`src/sv/ocht_pkg.sv`:
```
// ----------------------------------------------------------------------------
// Occurrence count hash table package
// Operation and status codes, field widths and fixed constants.
// ----------------------------------------------------------------------------
package ocht_pkg;

    localparam int KEY_W   = 64;
    localparam int CNT_W   = 8;
    localparam int FUNC_W  = 2;
    localparam int STAT_W  = 3;

    // Key bits folded into the bucket remainder per cycle.
    localparam int RADIX_BITS = 4;

    localparam logic [CNT_W-1:0] COUNT_MAX    = 8'd255;
    localparam logic [CNT_W-1:0] THRESH_RESET = 8'd3;

    // Register index as decoded from paddr[2].
    localparam logic REG_THRESH = 1'b0;

    typedef enum logic [FUNC_W-1:0] {
        FUNC_INSERT = 2'd0,
        FUNC_REMOVE = 2'd1,
        FUNC_CLEAR  = 2'd2,
        FUNC_LOOKUP = 2'd3
    } t_func;

    typedef enum logic [STAT_W-1:0] {
        ST_OK      = 3'd0,
        ST_THRESH  = 3'd1,
        ST_FOUND   = 3'd2,
        ST_MISSING = 3'd3,
        ST_FULL    = 3'd4
    } t_status;

endpackage

```
`src/sv/ocht_mod_unit.sv`:
```
// ----------------------------------------------------------------------------
// Bucket remainder unit
// Reduces a key modulo BUCKETS, RADIX_BITS key bits per cycle, MSB first.
// ----------------------------------------------------------------------------
module ocht_mod_unit #(
    parameter int BUCKETS = 1024
) (
    input  logic                         i_clk,
    input  logic                         i_rst_n,
    input  logic                         i_start,
    input  logic [ocht_pkg::KEY_W-1:0]   i_key,
    output logic                         o_done,
    output logic [((BUCKETS > 1) ? $clog2(BUCKETS) : 1)-1:0] o_rem
);
    import ocht_pkg::*;

    localparam int BW    = (BUCKETS > 1) ? $clog2(BUCKETS) : 1;
    localparam int STEPS = KEY_W / RADIX_BITS;
    localparam int SW    = (STEPS > 1) ? $clog2(STEPS) : 1;
    localparam logic [BW:0] MODULUS = (BW + 1)'(BUCKETS);

    logic [KEY_W-1:0] r_key;
    logic [BW-1:0]    r_rem;
    logic [BW-1:0]    n_rem;
    logic [SW-1:0]    r_cnt;
    logic             r_busy;
    logic             r_done;

    // Shift in one key bit at a time; the partial value stays below twice
    // the modulus, so one compare and subtract keeps it reduced.
    always_comb begin
        logic [BW:0]   t_wide;
        logic [BW-1:0] t_rem;
        t_rem = r_rem;
        for (int i = 0; i < RADIX_BITS; i++) begin
            t_wide = {t_rem, r_key[KEY_W-1-i]};
            if (t_wide >= MODULUS) begin
                t_wide = t_wide - MODULUS;
            end
            t_rem = t_wide[BW-1:0];
        end
        n_rem = t_rem;
    end

    always_ff @(posedge i_clk) begin
        if (!i_rst_n) begin
            r_busy <= 1'b0;
            r_done <= 1'b0;
            r_cnt  <= '0;
        end else begin
            r_done <= 1'b0;
            if (i_start) begin
                r_key  <= i_key;
                r_rem  <= '0;
                r_cnt  <= '0;
                r_busy <= 1'b1;
            end else if (r_busy) begin
                r_key <= r_key << RADIX_BITS;
                r_rem <= n_rem;
                r_cnt <= r_cnt + 1'b1;
                if (r_cnt == SW'(STEPS - 1)) begin
                    r_busy <= 1'b0;
                    r_done <= 1'b1;
                end
            end
        end
    end

    assign o_done = r_done;
    assign o_rem  = r_rem;

endmodule

```
`config.mk`:
```
export PLATFORM = sky130hd
export DESIGN_NAME = ocht_mod_unit
export DESIGN_NICKNAME = d
export VERILOG_FILES = /design/src/sv/ocht_pkg.sv /design/src/sv/ocht_mod_unit.sv
export SDC_FILE = /design/constraint.sdc
export NUM_CORES = 1
export LEC_CHECK = 0
export ABC_CLOCK_PERIOD_IN_PS = 5700
export CAP_MARGIN = 0
export CORE_MARGIN = 2
export CORE_UTILIZATION = 26
export CTS_BUF_LIST = sky130_fd_sc_hd__clkbuf_4
export DETAILED_ROUTE_END_ITERATION = 6
export DONT_BUFFER_PORTS = 1
export GPL_TIMING_DRIVEN = 0
export SYNTH_ARGS = -nofsm -noshare
export SYNTH_HDL_FRONTEND = slang
export SYNTH_SLANG_ARGS = --single-unit
```
`constraint.sdc`:
```
create_clock -name i_clk -period 5.7 [get_ports i_clk]
set_input_delay 0.57 -clock i_clk [delete_from_list [all_inputs] [get_ports i_clk]]
set_output_delay 0.57 -clock i_clk [all_outputs]
set_load 0.01 [all_outputs]
```
==> results.txt <==
- Root buffer cell: clkbuf_4
- The clock net in this run drives a total of 80 sinks.
- Starting density of the core: 26.6%
* Remaining DRCs: 0
- In this run the tightest slew margin relative to its limit is 57.3%.
- After routing, the total negative slack on setup checks comes to 0 ns.
* Power Density: 307 nW/µm²
* Transition time at the pin with the least slew margin: 0.640 ns
- Htree depth: 3
- The min-delay analysis places its worst path in the category in2reg.
- Worst setup skew after layout: 0.00740 ns
* Post-Synthesis Net Count: 256
* First-pass GRT wire length: 9300 µm
* Origin of the worst min-delay path: i_rst_n
- Entering global routing, the biggest net connects 69 pins.
- Arrival time reported for the critical path endpoint: 1.67 ns
- Global routing finished with a remaining overflow of 0.
- Number of setup violations in the final report: 0
- Derived from the worst setup path, the maximum achievable clock frequency is 0.634 GHz.
- Leaving out fill and tap cells, the most frequent cell in the layout is edfxtp_1.
- Total via count after detailed routing: 1559
* IR drop worst, VDD: 0.158 mV
- Across all register-to-register paths, the minimum setup slack is 4.12 ns.
- Antenna Nets Post-Route: 0
* Quantity of hold-fixing buffers added after cts: 0
- Required time at the worst-slack endpoint: 5.79 ns
* Gate Count Post-Synth: 188
- Cell taking the most area after synthesis: edfxtp_1
- Synthesis-to-layout area growth: 12.4%
- Unrepaired setup endpoints after global routing: no
- Number of gates given a new drive strength after cts: 0
- Number of violations reported at the end of detailed-routing iteration 0: 102
- Summed over its instances, the top area cell type makes up 66.5% of the synthesized netlist area.
- Drt pass-1 iters: 4
* Average footprint of a synthesized cell: 17.8 µm²
- Critical path class: reg2reg
* Register area share after synthesis: 70.1%
* Category of the worst setup path capture point: flop
- STA classifies the critical path startpoint as a flop.
- Yosys printed 0 warnings.
- The synthesized design contains 80 register bits.
* Fraction of final layout cells sized beyond drive strength 1: 44.9%
- Number of buffers added by the clock tree synthesis step: 9
- Post-route clock period utilization: 27.7%
- The number of failing hold endpoints at the final stage came to 0.
- After detailed placement, the design holds a cell count of 361.
- At the later pin of the worst-skew pair, clock insertion delay measures 0.42 ns.
* Overall track demand over capacity in global routing: 9.06%
- Layout Cell Area excl Fill: 3750 µm²
- The wire-length estimate of the detail-placed layout is 4060 µm.
- Using the TritonRoute via totals, the vias-per-cell ratio works out to 4.11.
* Reg-to-reg startpoint: r_busy
- Crit Path Max Fanout: 68
* Routability cong.: 0.662
* Number of primary I/O pins: 78
- Core ar.: 12600 µm²
* Die outline height: 117 µm
- Number of standard cells in the layout, taps in and fillers out: 379
* Final-report max-slew violation count: 0
- Number of distinct library cells after synthesis: 23
* Drt total wl: 5890 µm
- The final layout contains 268 nets.
- Routed length per placed instance: 15.5 µm
- Final min period: 1.58 ns
* Antenna violations before repair: 2
- Standby leakage power: 1.24 nW
* Reg clk slew, reported paths: 0.12 ns
- Overall die area: 13800 µm²
- In this run the cell area measured after placement is 3590 µm².
- In this run the tool buffered the top-level ports with 0 buffer cells.
- Hold Slack: 0.309 ns
- Mapped cell area: 3340 µm²
* Clk buf depth: 2
- TritonCTS clock tree: built
- Chip Width: 117 µm
- Launching element of the worst setup path: r_busy
- After synthesis, the cell types taking the most area are edfxtp_1 67%, mux2_2 20%, dfxtp_1 3.6%.
- The design draws 1.15 mW.
- Outcome: completed
* Num rows: 41
* Setup bufs post-CTS: 0
* Via count of the first global-routing pass: 1690
- The tool flagged a number of max-cap violations equal to 0.
- Most frequent cells in the layout: 74 x edfxtp_1, 60 x mux2_2, 10 x nor2b_1, 10 x clkbuf_4
[layer usage]
layer	track usage [%]	routed length, µm	up-vias
met5	0	0	-
met4	2.94	75	0
met3	5.74	675	7
met2	12.9	2500	76
met1	11.2	2640	747
li1	-	-	729
[metrics by stage]
stage / utilization, % / worst slack, ns
final: 29.9 / 4.12
after global routing: 29.8 / 3.99
after CTS: 29.8 / 4.09
after detailed placement: 28.6 / 3.95
after global placement: 28.3 / 2.00
after floorplan: - / 2.77
[worst max-delay path, stage by stage, from the launching register on]
cell      delay [ns]
dfxtp_1         0.33
clkbuf_1        0.29
o21a_4          0.28
buf_16          0.32
[path summary, 6_finish.rpt]
| check | endpoint | cells past startpoint |
|---|---|---|
| hold / removal | r_cnt[3] | 2 |
| hold reg to reg | o_done | 2 |
| setup / recovery | r_key[21] | 3 |
| setup reg to reg | r_key[21] | 3 |
[state kept, by name, indices dropped and copies added (netlist names)]
signal,count
r_busy,1
o_rem,10
o_done,1
r_key,64
r_cnt,4
[power by group]
part	switching (mW)	internal, mW
Sequential	0.00907	0.686
Combinational	0.0392	0.0450
Clock	0.191	0.181
[cells in the mapped netlist]
master    instances
clkbuf_1          2
nor2b_1          10
dfxtp_1           6
or3b_1            1
nand3_1           1
mux2i_1           2
nor3_1            1
o21a_1            2
nor2_1            2
buf_6             2
mux2_2           60
edfxtp_1         74
a21bo_2           1
buf_4             6
a21oi_1           1
nand3b_1          2
ha_1              1
xnor2_1           1
buf_2             6
nand2b_1          1
nand4_1           1
inv_1             1
and2_1            4
[area by class of cell]
type	instances	area (µm²)
Fill cell	1268	8810
Sequential cell	80	2340
Multi-Input combinational cell	91	896
Tap cell	172	215
Buffer	16	105
Clock inverter	6	83.8
Clock buffer	10	75.1
Timing Repair Buffer	1	27.5
Antenna cell	2	5.00
Inverter	1	3.75
[cell families after synthesis]
family                     Yosys count  synth area share, %
muxes                               62                 20.8
and+or+nand+nor                     23                 4.23
xor gates and xnor gates             1                0.262
buffers and inverters               17                 3.26
adders and majority gates            1                0.375
DFF                                 80                 70.1
AOI/OAI and AO/OA                    4                0.899
Note: power is estimated with default switching activity, not from simulation.
